==> src/design/bfs_pkg.sv <==
// Shared types and codes for the breadth-first search engine.
// No dependencies; imported by bfs_graph_mem and breadth_first_search.
`default_nettype none

package bfs_pkg;

    // default sizes
    localparam int DEF_MAX_NODES = 64;
    localparam int DEF_MAX_EDGES = 256;

    // fixed field widths
    localparam int VTX_W   = 6;
    localparam int SLOT_W  = 8;
    localparam int DEG_W   = 9;
    localparam int SUM_W   = 10;   // first slot plus run offset
    localparam int LIM_W   = 13;   // holds the largest edge table size
    localparam int CNT_W   = 7;    // node_count register

    // input word opcodes
    localparam logic [1:0] OP_NODE   = 2'd0;
    localparam logic [1:0] OP_EDGE   = 2'd1;
    localparam logic [1:0] OP_SEARCH = 2'd2;

    // result status codes
    localparam logic [1:0] STATUS_OK     = 2'd0;
    localparam logic [1:0] STATUS_RANGE  = 2'd1;
    localparam logic [1:0] STATUS_MASKED = 2'd2;

    // register indexes
    localparam logic REG_NODE_COUNT = 1'b0;
    localparam logic REG_USE_MASK   = 1'b1;

    typedef struct packed {
        logic               enabled;
        logic [DEG_W-1:0]   degree;
        logic [SLOT_W-1:0]  first;
    } node_entry_t;

    typedef struct packed {
        logic               enabled;
        logic [VTX_W-1:0]   dest;
    } edge_entry_t;

    typedef struct packed {
        logic [VTX_W-1:0]   pred;
        logic [VTX_W-1:0]   hops;
        logic [VTX_W-1:0]   vertex;
    } queue_entry_t;

endpackage

`default_nettype wire

==> src/design/breadth_first_search.sv <==
// Breadth-first search engine: top level with walk sequencer, queue and output register.
// Uses bfs_pkg and bfs_graph_mem.
// Node and edge loads are written into their tables as the word is taken. A search
// runs a sequencer around one slot adder and compare unit and one read port per
// table: it checks the source, clears the visited marks of the node count's vertices,
// then per dequeued vertex reads its queue and node entries and walks its edge slots,
// skipping out-of-table slots in place and checking each target for range and edge
// enable, then for its visited mark and node enable. Once the queue is drained it
// presents the results, holding while the output side stalls. A failed source check
// presents a single result. The block takes no new word until the last result of a
// search is in the output register; that register lets the next word in while it
// waits to be taken.
`default_nettype none

module breadth_first_search
    import bfs_pkg::*;
#(
    parameter int MAX_NODES = DEF_MAX_NODES,
    parameter int MAX_EDGES = DEF_MAX_EDGES
) (
    input  wire logic        aclk,
    input  wire logic        aresetn,
    // input words
    input  wire logic        s_tvalid,
    output logic             s_tready,
    // node_index[5:0], first_edge[13:6], edge_count[22:14], node_allowed[23],
    // edge_index[31:24], edge_target[37:32], edge_allowed[38], source[44:39]
    input  wire logic [47:0] s_tdata,
    // op[1:0]
    input  wire logic [1:0]  s_tuser,
    // result words
    output logic             m_tvalid,
    input  wire logic        m_tready,
    // status[1:0], vertex[7:2], distance[13:8], predecessor[19:14]
    output logic [23:0]      m_tdata,
    output logic             m_tlast,
    // configuration
    input  wire logic        psel,
    input  wire logic        penable,
    input  wire logic        pwrite,
    input  wire logic [2:0]  paddr,
    input  wire logic [31:0] pwdata,
    output logic [31:0]      prdata,
    output logic             pready
);

    localparam int NODE_W = $clog2(MAX_NODES);
    localparam int EDGE_W = (MAX_EDGES > 1) ? $clog2(MAX_EDGES) : 1;
    localparam int PTR_W  = NODE_W + 1;
    localparam logic [CNT_W-1:0] MAX_NODES_C = CNT_W'(MAX_NODES);
    localparam logic [LIM_W-1:0] MAX_EDGES_C = LIM_W'(MAX_EDGES);

    localparam logic [3:0] ST_IDLE  = 4'd0;
    localparam logic [3:0] ST_CHK   = 4'd1;
    localparam logic [3:0] ST_DEQ   = 4'd2;
    localparam logic [3:0] ST_LOADU = 4'd3;
    localparam logic [3:0] ST_EINIT = 4'd4;
    localparam logic [3:0] ST_SCAN  = 4'd5;
    localparam logic [3:0] ST_ECHK  = 4'd6;
    localparam logic [3:0] ST_NCHK  = 4'd7;
    localparam logic [3:0] ST_ORD   = 4'd8;
    localparam logic [3:0] ST_OWAIT = 4'd9;
    localparam logic [3:0] ST_ERR   = 4'd10;
    localparam logic [3:0] ST_CLR   = 4'd11;

    // input fields
    logic [1:0]        in_op;
    logic [VTX_W-1:0]  in_node_index;
    logic [SLOT_W-1:0] in_first_edge;
    logic [DEG_W-1:0]  in_edge_count;
    logic              in_node_allowed;
    logic [7:0]        in_edge_index;
    logic [VTX_W-1:0]  in_edge_target;
    logic              in_edge_allowed;
    logic [VTX_W-1:0]  in_source;

    assign in_op           = s_tuser;
    assign in_node_index   = s_tdata[5:0];
    assign in_first_edge   = s_tdata[13:6];
    assign in_edge_count   = s_tdata[22:14];
    assign in_node_allowed = s_tdata[23];
    assign in_edge_index   = s_tdata[31:24];
    assign in_edge_target  = s_tdata[37:32];
    assign in_edge_allowed = s_tdata[38];
    assign in_source       = s_tdata[44:39];

    // registers
    logic [3:0]           state_reg, state_next;
    logic [CNT_W-1:0]     node_count_reg;
    logic                 use_mask_reg;
    logic [VTX_W-1:0]     src_reg, src_next;
    logic [PTR_W-1:0]     head_reg, head_next;
    logic [PTR_W-1:0]     tail_reg, tail_next;
    logic [PTR_W-1:0]     idx_reg, idx_next;
    logic [VTX_W-1:0]     u_reg, u_next;
    logic [VTX_W-1:0]     du_reg, du_next;
    logic [SLOT_W-1:0]    base_reg, base_next;
    logic [DEG_W-1:0]     cnt_reg, cnt_next;
    logic [DEG_W-1:0]     k_reg, k_next;
    logic [VTX_W-1:0]     v_reg, v_next;
    logic [1:0]           err_reg, err_next;
    logic                 m_valid_reg, m_valid_next;
    logic [23:0]          m_data_reg, m_data_next;
    logic                 m_last_reg, m_last_next;

    // tables
    logic          accept;
    logic          node_we, edge_we;
    logic [LIM_W-1:0] edge_index_ext;
    node_entry_t   node_wdata, node_rd;
    edge_entry_t   edge_wdata, edge_rd;
    logic [NODE_W-1:0] node_raddr;
    logic [EDGE_W-1:0] edge_raddr;

    // discovery queue
    queue_entry_t  queue_mem [MAX_NODES];
    queue_entry_t  q_rd_reg;
    queue_entry_t  q_wdata;
    logic          q_we;
    logic [NODE_W-1:0] q_waddr, q_raddr;

    // visited marks
    logic          visit_mem [MAX_NODES];
    logic          visit_rd_reg;
    logic          visit_we;
    logic          visit_wdata;
    logic [NODE_W-1:0] visit_waddr, visit_raddr;

    // shared slot unit
    logic [SUM_W-1:0] slot_sum;
    logic [LIM_W-1:0] slot_ext;
    logic             slot_in_table;
    logic [CNT_W-1:0] n_eff;
    logic             out_free;
    logic             cfg_we;

    assign accept   = s_tvalid && s_tready;
    assign s_tready = (state_reg == ST_IDLE);
    assign out_free = !m_valid_reg || m_tready;
    assign n_eff    = (node_count_reg > MAX_NODES_C) ? MAX_NODES_C : node_count_reg;

    assign slot_sum      = {2'b00, base_reg} + {1'b0, k_reg};
    assign slot_ext      = {{(LIM_W-SUM_W){1'b0}}, slot_sum};
    assign slot_in_table = (slot_ext < MAX_EDGES_C);

    assign edge_index_ext = {{(LIM_W-8){1'b0}}, in_edge_index};
    assign node_we = accept && (in_op == OP_NODE)
                     && ({1'b0, in_node_index} < MAX_NODES_C);
    assign edge_we = accept && (in_op == OP_EDGE) && (edge_index_ext < MAX_EDGES_C);
    assign node_wdata = '{enabled: in_node_allowed, degree: in_edge_count,
                          first: in_first_edge};
    assign edge_wdata = '{enabled: in_edge_allowed, dest: in_edge_target};

    always_comb begin
        case (state_reg)
            ST_LOADU: node_raddr = q_rd_reg.vertex[NODE_W-1:0];
            ST_ECHK:  node_raddr = edge_rd.dest[NODE_W-1:0];
            default:  node_raddr = in_source[NODE_W-1:0];
        endcase
    end
    assign edge_raddr = slot_ext[EDGE_W-1:0];

    bfs_graph_mem #(
        .MAX_NODES(MAX_NODES),
        .MAX_EDGES(MAX_EDGES)
    ) u_graph (
        .aclk      (aclk),
        .node_we   (node_we),
        .node_waddr(in_node_index[NODE_W-1:0]),
        .node_wdata(node_wdata),
        .node_raddr(node_raddr),
        .node_rdata(node_rd),
        .edge_we   (edge_we),
        .edge_waddr(edge_index_ext[EDGE_W-1:0]),
        .edge_wdata(edge_wdata),
        .edge_raddr(edge_raddr),
        .edge_rdata(edge_rd)
    );

    assign q_raddr = (state_reg == ST_DEQ) ? head_reg[NODE_W-1:0] : idx_reg[NODE_W-1:0];

    always_ff @(posedge aclk) begin
        if (q_we) begin
            queue_mem[q_waddr] <= q_wdata;
        end
        q_rd_reg <= queue_mem[q_raddr];
    end

    // mark of the edge target, ready in the cycle after the edge entry
    assign visit_raddr = edge_rd.dest[NODE_W-1:0];

    always_ff @(posedge aclk) begin
        if (visit_we) begin
            visit_mem[visit_waddr] <= visit_wdata;
        end
        visit_rd_reg <= visit_mem[visit_raddr];
    end

    // sequencer
    always_comb begin
        state_next   = state_reg;
        src_next     = src_reg;
        head_next    = head_reg;
        tail_next    = tail_reg;
        idx_next     = idx_reg;
        u_next       = u_reg;
        du_next      = du_reg;
        base_next    = base_reg;
        cnt_next     = cnt_reg;
        k_next       = k_reg;
        v_next       = v_reg;
        err_next     = err_reg;
        m_valid_next = m_valid_reg && !m_tready;
        m_data_next  = m_data_reg;
        m_last_next  = m_last_reg;
        q_we         = 1'b0;
        q_waddr      = tail_reg[NODE_W-1:0];
        q_wdata      = '{pred: u_reg, hops: du_reg + 6'd1, vertex: edge_rd.dest};
        visit_we     = 1'b0;
        visit_waddr  = v_reg[NODE_W-1:0];
        visit_wdata  = 1'b1;

        case (state_reg)
            ST_IDLE: begin
                if (accept && (in_op == OP_SEARCH)) begin
                    src_next = in_source;
                    if ({1'b0, in_source} >= n_eff) begin
                        err_next   = STATUS_RANGE;
                        state_next = ST_ERR;
                    end else begin
                        state_next = ST_CHK;
                    end
                end
            end
            ST_CHK: begin
                if (use_mask_reg && !node_rd.enabled) begin
                    err_next   = STATUS_MASKED;
                    state_next = ST_ERR;
                end else begin
                    q_we       = 1'b1;
                    q_waddr    = '0;
                    q_wdata    = '{pred: src_reg, hops: '0, vertex: src_reg};
                    head_next  = '0;
                    tail_next  = PTR_W'(1);
                    idx_next   = '0;
                    state_next = ST_CLR;
                end
            end
            ST_CLR: begin
                // clear the marks of the live vertices, setting only the source
                visit_we    = 1'b1;
                visit_waddr = idx_reg[NODE_W-1:0];
                visit_wdata = (idx_reg[NODE_W-1:0] == src_reg[NODE_W-1:0]);
                if (CNT_W'(idx_reg) + CNT_W'(1) == n_eff) begin
                    state_next = ST_DEQ;
                end else begin
                    idx_next = idx_reg + PTR_W'(1);
                end
            end
            ST_DEQ: begin
                if (head_reg == tail_reg) begin
                    idx_next   = '0;
                    state_next = ST_ORD;
                end else begin
                    head_next  = head_reg + PTR_W'(1);
                    state_next = ST_LOADU;
                end
            end
            ST_LOADU: begin
                u_next     = q_rd_reg.vertex;
                du_next    = q_rd_reg.hops;
                state_next = ST_EINIT;
            end
            ST_EINIT: begin
                base_next  = node_rd.first;
                cnt_next   = node_rd.degree;
                k_next     = '0;
                state_next = ST_SCAN;
            end
            ST_SCAN: begin
                if (k_reg == cnt_reg) begin
                    state_next = ST_DEQ;
                end else begin
                    k_next = k_reg + DEG_W'(1);
                    // slots past the table end are skipped in place
                    if (slot_in_table) begin
                        state_next = ST_ECHK;
                    end
                end
            end
            ST_ECHK: begin
                state_next = ST_SCAN;
                v_next     = edge_rd.dest;
                if (({1'b0, edge_rd.dest} < n_eff)
                    && !(use_mask_reg && !edge_rd.enabled)) begin
                    state_next = ST_NCHK;
                end
            end
            ST_NCHK: begin
                state_next = ST_SCAN;
                q_wdata    = '{pred: u_reg, hops: du_reg + 6'd1, vertex: v_reg};
                if (!visit_rd_reg && !(use_mask_reg && !node_rd.enabled)) begin
                    visit_we  = 1'b1;
                    q_we      = 1'b1;
                    tail_next = tail_reg + PTR_W'(1);
                end
            end
            ST_ORD: begin
                state_next = ST_OWAIT;
            end
            ST_OWAIT: begin
                if (out_free) begin
                    m_valid_next = 1'b1;
                    m_data_next  = {4'b0000, q_rd_reg.pred, q_rd_reg.hops,
                                    q_rd_reg.vertex, STATUS_OK};
                    m_last_next  = (idx_reg + PTR_W'(1) == tail_reg);
                    idx_next     = idx_reg + PTR_W'(1);
                    state_next   = (idx_reg + PTR_W'(1) == tail_reg) ? ST_IDLE : ST_ORD;
                end
            end
            ST_ERR: begin
                if (out_free) begin
                    m_valid_next = 1'b1;
                    m_data_next  = {22'd0, err_reg};
                    m_last_next  = 1'b1;
                    state_next   = ST_IDLE;
                end
            end
            default: begin
                state_next = ST_IDLE;
            end
        endcase
    end

    always_ff @(posedge aclk) begin
        if (!aresetn) begin
            state_reg   <= ST_IDLE;
            m_valid_reg <= 1'b0;
            head_reg    <= '0;
            tail_reg    <= '0;
            idx_reg     <= '0;
        end else begin
            state_reg   <= state_next;
            m_valid_reg <= m_valid_next;
            head_reg    <= head_next;
            tail_reg    <= tail_next;
            idx_reg     <= idx_next;
        end
    end

    always_ff @(posedge aclk) begin
        src_reg    <= src_next;
        u_reg      <= u_next;
        du_reg     <= du_next;
        base_reg   <= base_next;
        cnt_reg    <= cnt_next;
        k_reg      <= k_next;
        v_reg      <= v_next;
        err_reg    <= err_next;
        m_data_reg <= m_data_next;
        m_last_reg <= m_last_next;
    end

    // configuration registers
    assign cfg_we = psel && penable && pwrite && pready;
    assign pready = 1'b1;

    always_ff @(posedge aclk) begin
        if (!aresetn) begin
            node_count_reg <= CNT_W'(1);
            use_mask_reg   <= 1'b0;
        end else if (cfg_we) begin
            case (paddr[2])
                REG_NODE_COUNT: node_count_reg <= pwdata[CNT_W-1:0];
                REG_USE_MASK:   use_mask_reg   <= pwdata[0];
                default: ;
            endcase
        end
    end

    always_comb begin
        case (paddr[2])
            REG_NODE_COUNT: prdata = {{(32-CNT_W){1'b0}}, node_count_reg};
            REG_USE_MASK:   prdata = {31'd0, use_mask_reg};
            default:        prdata = '0;
        endcase
    end

    assign m_tvalid = m_valid_reg;
    assign m_tdata  = m_data_reg;
    assign m_tlast  = m_last_reg;

    // the queue never holds more vertices than the graph has
    a_tail_within_count: assert property (@(posedge aclk) disable iff (!aresetn)
        (state_reg == ST_CLR || state_reg == ST_DEQ || state_reg == ST_LOADU
         || state_reg == ST_EINIT || state_reg == ST_SCAN || state_reg == ST_ECHK
         || state_reg == ST_NCHK)
        |-> (int'(tail_reg) <= int'(n_eff)))
        else $error("queue fill beyond vertex count");

    a_head_behind_tail: assert property (@(posedge aclk) disable iff (!aresetn)
        (state_reg != ST_IDLE && state_reg != ST_CHK && state_reg != ST_ERR)
        |-> (head_reg <= tail_reg && tail_reg <= PTR_W'(MAX_NODES)))
        else $error("queue pointers out of order");

    a_drain_in_range: assert property (@(posedge aclk) disable iff (!aresetn)
        (state_reg == ST_ORD || state_reg == ST_OWAIT) |-> (idx_reg < tail_reg))
        else $error("result index past queue fill");

    a_last_ends_search: assert property (@(posedge aclk) disable iff (!aresetn)
        (state_reg == ST_OWAIT && out_free && m_last_next) |=> (state_reg == ST_IDLE))
        else $error("final result did not return sequencer to idle");

endmodule

`default_nettype wire

==> src/design/bfs_graph_mem.sv <==
// Node and edge tables of the graph in compressed adjacency form.
// One write and one registered read per table each cycle; uses bfs_pkg.
`default_nettype none

module bfs_graph_mem
    import bfs_pkg::*;
#(
    parameter int MAX_NODES = DEF_MAX_NODES,
    parameter int MAX_EDGES = DEF_MAX_EDGES,
    localparam int NODE_W = $clog2(MAX_NODES),
    localparam int EDGE_W = (MAX_EDGES > 1) ? $clog2(MAX_EDGES) : 1
) (
    input  wire logic               aclk,
    input  wire logic               node_we,
    input  wire logic [NODE_W-1:0]  node_waddr,
    input  wire node_entry_t        node_wdata,
    input  wire logic [NODE_W-1:0]  node_raddr,
    output node_entry_t             node_rdata,
    input  wire logic               edge_we,
    input  wire logic [EDGE_W-1:0]  edge_waddr,
    input  wire edge_entry_t        edge_wdata,
    input  wire logic [EDGE_W-1:0]  edge_raddr,
    output edge_entry_t             edge_rdata
);

    node_entry_t node_mem [MAX_NODES];
    edge_entry_t edge_mem [MAX_EDGES];
    node_entry_t node_rd_reg;
    edge_entry_t edge_rd_reg;

    always_ff @(posedge aclk) begin
        if (node_we) begin
            node_mem[node_waddr] <= node_wdata;
        end
        node_rd_reg <= node_mem[node_raddr];
    end

    always_ff @(posedge aclk) begin
        if (edge_we) begin
            edge_mem[edge_waddr] <= edge_wdata;
        end
        edge_rd_reg <= edge_mem[edge_raddr];
    end

    assign node_rdata = node_rd_reg;
    assign edge_rdata = edge_rd_reg;

endmodule

`default_nettype wire

==> config.mk <==
export PLATFORM = sky130hd
export DESIGN_NAME = breadth_first_search
export DESIGN_NICKNAME = d
export VERILOG_FILES = /design/src/design/bfs_pkg.sv /design/src/design/breadth_first_search.sv /design/src/design/bfs_graph_mem.sv
export SDC_FILE = /design/constraint.sdc
export NUM_CORES = 2
export LEC_CHECK = 0
export BUFFER_PORTS_ARGS = -buffer_cell sky130_fd_sc_hd__buf_2
export CAP_MARGIN = 20
export CORE_MARGIN = 2
export CORE_UTILIZATION = 38
export CTS_CLUSTER_SIZE = 20
export DETAILED_ROUTE_END_ITERATION = 16
export SYNTH_ARGS = -nofsm -noshare
export SYNTH_HDL_FRONTEND = slang
export SYNTH_HIERARCHICAL = 1
export SYNTH_MEMORY_MAX_BITS = 65536
export SYNTH_SLANG_ARGS = --single-unit
==> constraint.sdc <==
create_clock -name aclk -period 6.2 [get_ports aclk]
set_input_delay 0 -clock aclk [delete_from_list [all_inputs] [get_ports aclk]]
set_output_delay 0 -clock aclk [all_outputs]
set_load 0.05 [all_outputs]
======== Yosys cells after proc, flatten, opt, wreduce, memory -nomap -nowiden ========
Memories as Yosys holds them, arrays and structs flattened. A register that Yosys moved wholly into a read port is not among the register bits.
Cells that the tools add are included.
operators by class
  add/subtract/negate cells ............... 6
  $mul .................................... 0
  div/mod/pow operators ................... 0
  order comparisons ....................... 5
  eq/ne operators ......................... 31
  shift operators ......................... 0
  mux-type cells .......................... 58
  bitwise operators ....................... 1
  reductions and logical operators ........ 40
operator list
  kind                   number
  $pmux W32 S2           1
  $mux W7                8
  $mux W24               2
  $pmux W24 S2           1
  $pmux W4 S11           1
  $mux W4                9
  $pmux W18 S2           1
  $pmux W7 S2            2
  $pmux W7 S4            1
  $mux W6                4
  $add A7 B1 Y7 const B  3
  $eq A7 B7 Y1           3
  $mux W18               1
  $ne A2 B2 Y1 const B   9
  $pmux W9 S2            1
  $eq A4 B3 Y1 const B   4
  $eq A4 B4 Y1 const B   4
  $mux W1                16
  $logic_and A1 B1 Y1    12
  $pmux W6 S2            1
  $add A8 B9 Y10         1
  $lt A10 B9 Y1 const B  1
  $reduce_and A5 Y1      2
  $reduce_bool A2 Y1     5
  other kinds (28)       48
word-level totals
  bits in registers ....................... 111
  latch bits .............................. 0
  RAM bits ................................ 4160
  ROM bits ................................ 0
  input port bits ......................... 92
  output and inout bits ................... 60
  logic and storage cells ................. 162
  memories kept ........................... 4
memory list
  name              depth  width  rd ports  clocked after memory_dff  write ports  RTL line                     source
  u_graph.edge_mem  256    7      1         1                         1            bfs_graph_mem.sv:27          edge_entry_t edge_mem [MAX_EDGES];
  queue_mem         64     18     1         1                         1            breadth_first_search.sv:116  queue_entry_t queue_mem [MAX_NODES];
  u_graph.node_mem  64     18     1         1                         1            bfs_graph_mem.sv:26          node_entry_t node_mem [MAX_NODES];
  visit_mem         64     1      1         1                         1            breadth_first_search.sv:123  logic visit_mem [MAX_NODES];

======== Depth between registers and ports, before layout ========
  depth after elaboration ................. 8
  depth in mapped cells ................... 16
  gate-level depth less buffers ........... 14

======== Cells and area by module ========
The synthesis kept the hierarchy.
by module, submodules not included
  module                instances  cells each  area an instance (um2)  seq. area each (um2)
  bfs_graph_mem         1          5094        113961.8                88905.3
  breadth_first_search  1          4033        54357.1                 39768.1

======== Worst setup path before layout ========
No wires, ideal clock.
  path type ............................... register to register
  start point ............................. register state_reg[3]
  end point ............................... memory u_graph/node_mem[0][0] (netlist name) (enable)
  data arrival time ....................... 4.342 ns
  data required time ...................... 5.784 ns
  path slack .............................. 1.442 ns
  stages on the path, launching flop included .. 9
  clock period less this slack ............ 4.758 ns
  path through ............................ dfxtp_1 > buf_2 > clkinv_1 > nand2_1 > nor3_1 > nor4bb_1 > nor4b_1 > nand2b_1 > nor3_1
on the way
  cells in the longest elaborated chain, start to end .. 5
ends and longest elaborated chain
  item                           RTL line                     source
  from (decl)                    breadth_first_search.sv:88   logic [3:0] state_reg, state_next;
  from (signal assigned)         breadth_first_search.sv:343  state_reg <= state_next;
  $logic_not A4 Y1               breadth_first_search.sv:138  assign s_tready = (state_reg == ST_IDLE);
  named net s_tready             breadth_first_search.sv:25   output logic s_tready,
  $logic_and A1 B1 Y1            breadth_first_search.sv:137  assign accept = s_tvalid && s_tready;
  $logic_and A1 B1 Y1            breadth_first_search.sv:147  assign node_we = accept && (in_op == OP_NODE)
  named net node_we              breadth_first_search.sv:108  logic node_we, edge_we;
  $mux W1                        bfs_graph_mem.sv:32          if (node_we) begin
  $mux W1 (implied by the code)  bfs_graph_mem.sv:33          node_mem[node_waddr] <= node_wdata;
  to (decl)                      bfs_graph_mem.sv:26
The timed path passes the listed nets, and every way through them passes these cells.

======== Worst setup path after layout ========
  start point ............................. register k_reg[0]
  end point ............................... register, netlist name u_graph/edge_rdata[3]
on the way
  cells in the longest elaborated chain, start to end .. 1
ends and longest elaborated chain
  item                    RTL line                     source
  from (decl)             breadth_first_search.sv:99   logic [DEG_W-1:0] k_reg, k_next;
  from (signal assigned)  breadth_first_search.sv:357  k_reg <= k_next;
  $add A8 B9 Y10          breadth_first_search.sv:142  assign slot_sum = {2'b00, base_reg} + {1'b0, k_reg};
  named net slot_sum[2]   breadth_first_search.sv:130  logic [SUM_W-1:0] slot_sum;
The timed path passes the listed nets, and every way through them passes these cells.
A chain may end at the register's enable or synchronous reset.

==> summary.md <==
| Metric | Value |
|---|---|
| Final routed DRC violation total | `0` |
| Initial standard-cell utilization of the core | `a little under two fifths` |
| Routing usage on met2 | `31.4%` |
| Post-CTS clock slew at the launch and capture registers of the worst setup and hold paths | `approximately 0.06 ns` |
| Psw | `roughly 17 mW` |
| Die Outline Area | `448000 sq um` |
| Post-synth EDFFs | `roughly 4200` |
| Worst-case hold slack | `~0.0005 ns` |
| Final Core Density | `between 40 and 50%` |
| TritonCTS clock tree | `yes` |
| Maximum clock rate | `around 0.19 GHz` |
| Shortest clock period the worst path allows after layout | `between 5 and 6 ns` |
| Final critical-path setup slack | `between 0.9 and 1 ns` |
| Resize count post-CTS | `0` |
| Antenna violation net count after detailed routing | `0` |
| Nature of the critical path endpoint | `flop` |
| Vias in the first global route | `87200` |
| Slew HR | `24.9%` |
| Largest net degree at the start of global routing | `between 150 and 200` |
| Worst hold path class | `input port to flop` |
| Post-synthesis cell type count | `82` |
| Total clock buffers created by CTS | `about 430` |
| Layout overhead on the synthesized area | `14.2%` |
| Vertical die dimension | `between 600 and 700 um` |
| Fraction of final layout cells sized beyond drive strength 1 | `between 15 and 20%` |
| RSZ-0062 raised after global routing | `false` |
| Final nets | `9661` |
| H-Tree Depth | `5` |
| GRT met1 Usage | `between 20% and 30%` |
| CTS sink cnt | `4311` |
| Flip-flop count of the largest register after layout | `1792` |
| Synthesized instance count | `9127` |
| Number of maximum-capacitance violations | `0` |
| Core ar. | `roughly 440000 sq um` |
| Master cell of the clock root buffer | `sky130_fd_sc_hd__clkbuf_16` |
| Final hold vios | `0` |
| Fraction of synthesized cell area taken by the top area cell type | `about three quarters` |
| Post-synth design cell area | `about 170000 sq um` |
| # rows | `244` |
| Setup Slack @ Placement | `between 1 and 1.5 ns` |
| Wire length per cell | `27.5 um` |
| Comb power frac | `about an eighth` |
| Share of synthesized area occupied by flip-flops and latches | `76.4%` |
| Arr. time, crit path | `6.01 ns` |
| Asr flop ratio synth | `0%` |
| DRT iter0 DRCs | `about 10000` |
| Top_reg_cell synth | `sky130_fd_sc_hd__edfxtp_1` |
| Transition time at the pin with the least slew margin | `1.12 ns` |
| Most frequently used cell type in the post-synthesis netlist | `sky130_fd_sc_hd__edfxtp_1` |
| Total gr overflow | `0` |
| DR pass1 iterations | `8` |
| Die X | `about 670 um` |
| Switching Fraction | `between 20% and 30%` |
| Overall routing resource usage | `between 10% and 20%` |
| Average instance area after synthesis | `between 15 and 20 sq um` |
| Startpoint types | `flop` |
| Count of pins over their slew limit | `0` |
| Type of the worst setup path | `flop to flop` |
| Final GP Congestion | `~0.85` |
| Worst Skew | `roughly 0.09 ns` |
| Clock network fraction of total power | `a little under two fifths` |
| Largest registers | `u_graph/edge_mem x1792, queue_mem x1152, u_graph/node_mem x1152` |
| Outcome | `finished, final reports clean` |
| Post-Route Setup TNS | `0 ns` |
| Most utilized layer in the global route result | `met2` |
| Period Utilization, post-route | `around 84%` |
| Wire length of the first global-routing pass | `between 600 and 700 mm` |
| Top fanout value on the critical path | `14` |
| Most frequent cells after synthesis | `sky130_fd_sc_hd__edfxtp_1, sky130_fd_sc_hd__nand2_1, sky130_fd_sc_hd__mux4_2` |
| Warnings from Yosys | `6` |
| Insertion delay to the later sink of the worst-skew pair | `between 0.9 and 1 ns` |
| Total detailed-routing wirelength | `between 400 and 500 mm` |
| Total power | `~67 mW` |
| Flops & latches, synth | `4311` |
| Dominant cell type by area after synthesis | `sky130_fd_sc_hd__edfxtp_1` |
| Max rail drop VDD | `roughly 0.28 mV` |
| Internal power | `around 50 mW` |
| Met3 usage | `2.83%` |
| Routed vias | `about 90000` |
| Worst EP required | `approximately 7.0 ns` |
| Antenna violations before repair | `38` |
| Detail-routed via count per cell | `between 5 and 6` |
| Static Leak | `~61 nW` |
| Layout filler cell count | `37900` |
| DPL Wire Length | `255 mm` |
| Number of setup violations in the final report | `0` |
| Power density cells | `between 300 and 400 nW/um^2` |
| Most area-consuming cells after synthesis | `sky130_fd_sc_hd__edfxtp_1, sky130_fd_sc_hd__mux4_2, sky130_fd_sc_hd__nand2_1` |
| Register bank with the most flops | `u_graph/edge_mem` |
| Bufs on Longest Clock Path | `4` |
| # IOs | `about 150` |
| Relative contribution of sequential cells to total power | `50.1%` |
| Count of input and output buffers | `slightly above 90` |
worst max-delay path, stage by stage, from the launching register on:
cell and delay [ns]:
sky130_fd_sc_hd__edfxtp_1 0.52, sky130_fd_sc_hd__ha_4 0.19, sky130_fd_sc_hd__inv_1 0.05, sky130_fd_sc_hd__fa_1 0.41, sky130_fd_sc_hd__xnor2_2 0.76, sky130_fd_sc_hd__buf_4 0.46, sky130_fd_sc_hd__nor2_1 0.25, sky130_fd_sc_hd__buf_6 0.24
sky130_fd_sc_hd__a22o_1 0.22, sky130_fd_sc_hd__o21ai_0 0.50, sky130_fd_sc_hd__o21ai_0 0.30, sky130_fd_sc_hd__o311ai_1 0.92, sky130_fd_sc_hd__o31ai_1 0.17
worst paths after layout:
check                                          endpoint  slack, ns             startpoint  cells past startpoint
worst max-delay path              u_graph/edge_rdata[3]       0.99               k_reg[0]                     12
worst min-delay path            u_graph/node_mem[54][5]     0.0005            s_tdata[11]                      2
worst max register to register    u_graph/edge_rdata[3]       0.99               k_reg[0]                     12
worst min register to register              base_reg[4]       0.41  u_graph/node_rdata[4]                      0
repair_timing:
item | 4_1_cts | 5_1_grt
hold buffers | 90 | 9
buffers inserted | 0 | 0
endpoints found under the hold margin | 2447 | 93
per-stage QoR:
stage,std cells,area [sq um]
floorplan,9155,168000
global placement,14900,177000
detailed placement,14900,177000
CTS,15800,192000
global route,15800,192000
finish,15800,192000
power by group through the flow:
| stage | combinational (mW) | clock (mW) | sequential [mW] |
|---|---|---|---|
| after floorplan | 4.67 | 0 | 34.1 |
| after global placement | 7.76 | 0 | 34.2 |
| after detailed placement | 7.93 | 0 | 34.2 |
| after CTS | 8.01 | 26.0 | 33.6 |
| after global routing | 8.42 | 27.1 | 33.6 |
| final | 8.00 | 25.5 | 33.6 |
kinds of logic (layout without fill, tap and decap cells):
family	after synthesis	after routing	share of synthesized area, %
compound gates	702	702	2.96
xor+xnor	63	63	0.336
fa+ha+maj	23	23	0.175
buf+inv	582	1341	1.79
flops	4311	4311	76.4
mux	1063	1063	12.1
other cells	2	50	0.00446
simple gates	2381	2381	6.17
routing by layer:
| layer | vias up | wire (um) |
|---|---|---|
| met5 | - | 122 |
| met4 | 18 | 16800 |
| met3 | 788 | 33100 |
| met2 | 3822 | 214000 |
| met1 | 46600 | 172000 |
| li1 | 37500 | - |
cell type report:
type / instances / area (sq um) / share of cell area, %
repair buffers: 514 / 4690 / 2.44
flip-flops and latches: 4311 / 129000 / 67.0
inverters: 24 / 97.6 / 0.0508
multi-input cells: 4262 / 37400 / 19.4
diodes: 20 / 50.0 / 0.0260
clock inverters: 246 / 2390 / 1.24
clock buffers: 557 / 11500 / 6.00
well taps: 5904 / 7390 / 3.84
cells in the final DEF, fill, tap and decap left out, types with 22 or more instances in the layout:
master                          count
sky130_fd_sc_hd__buf_12            52
sky130_fd_sc_hd__nand2b_1          30
sky130_fd_sc_hd__clkinv_1          98
sky130_fd_sc_hd__mux4_2           778
sky130_fd_sc_hd__a32oi_1          122
sky130_fd_sc_hd__clkbuf_8          25
sky130_fd_sc_hd__a22oi_1           90
sky130_fd_sc_hd__nor2_4            35
sky130_fd_sc_hd__o221ai_1          53
sky130_fd_sc_hd__a21oi_1          138
sky130_fd_sc_hd__a31oi_1           89
sky130_fd_sc_hd__nor2_1           449
sky130_fd_sc_hd__clkbuf_1         104
sky130_fd_sc_hd__a211oi_1          38
sky130_fd_sc_hd__nor2_2            60
sky130_fd_sc_hd__xor2_1            33
sky130_fd_sc_hd__clkinv_2          73
sky130_fd_sc_hd__nand4_1          133
sky130_fd_sc_hd__nor2b_1           47
sky130_fd_sc_hd__xnor2_1           25
sky130_fd_sc_hd__conb_1            30
sky130_fd_sc_hd__bufinv_16         33
sky130_fd_sc_hd__buf_2             87
sky130_fd_sc_hd__o22ai_1           42
sky130_fd_sc_hd__o21ai_0           34
sky130_fd_sc_hd__mux2i_1          271
sky130_fd_sc_hd__buf_4            261
sky130_fd_sc_hd__clkbuf_16        435
sky130_fd_sc_hd__and3_1            22
sky130_fd_sc_hd__dfxtp_1           77
sky130_fd_sc_hd__nand3_1          337
sky130_fd_sc_hd__nor3_1            49
sky130_fd_sc_hd__edfxtp_1        4233
sky130_fd_sc_hd__dlygate4sd3_1     98
sky130_fd_sc_hd__nand2_1         1098
Power figures use the tool's default switching activity.
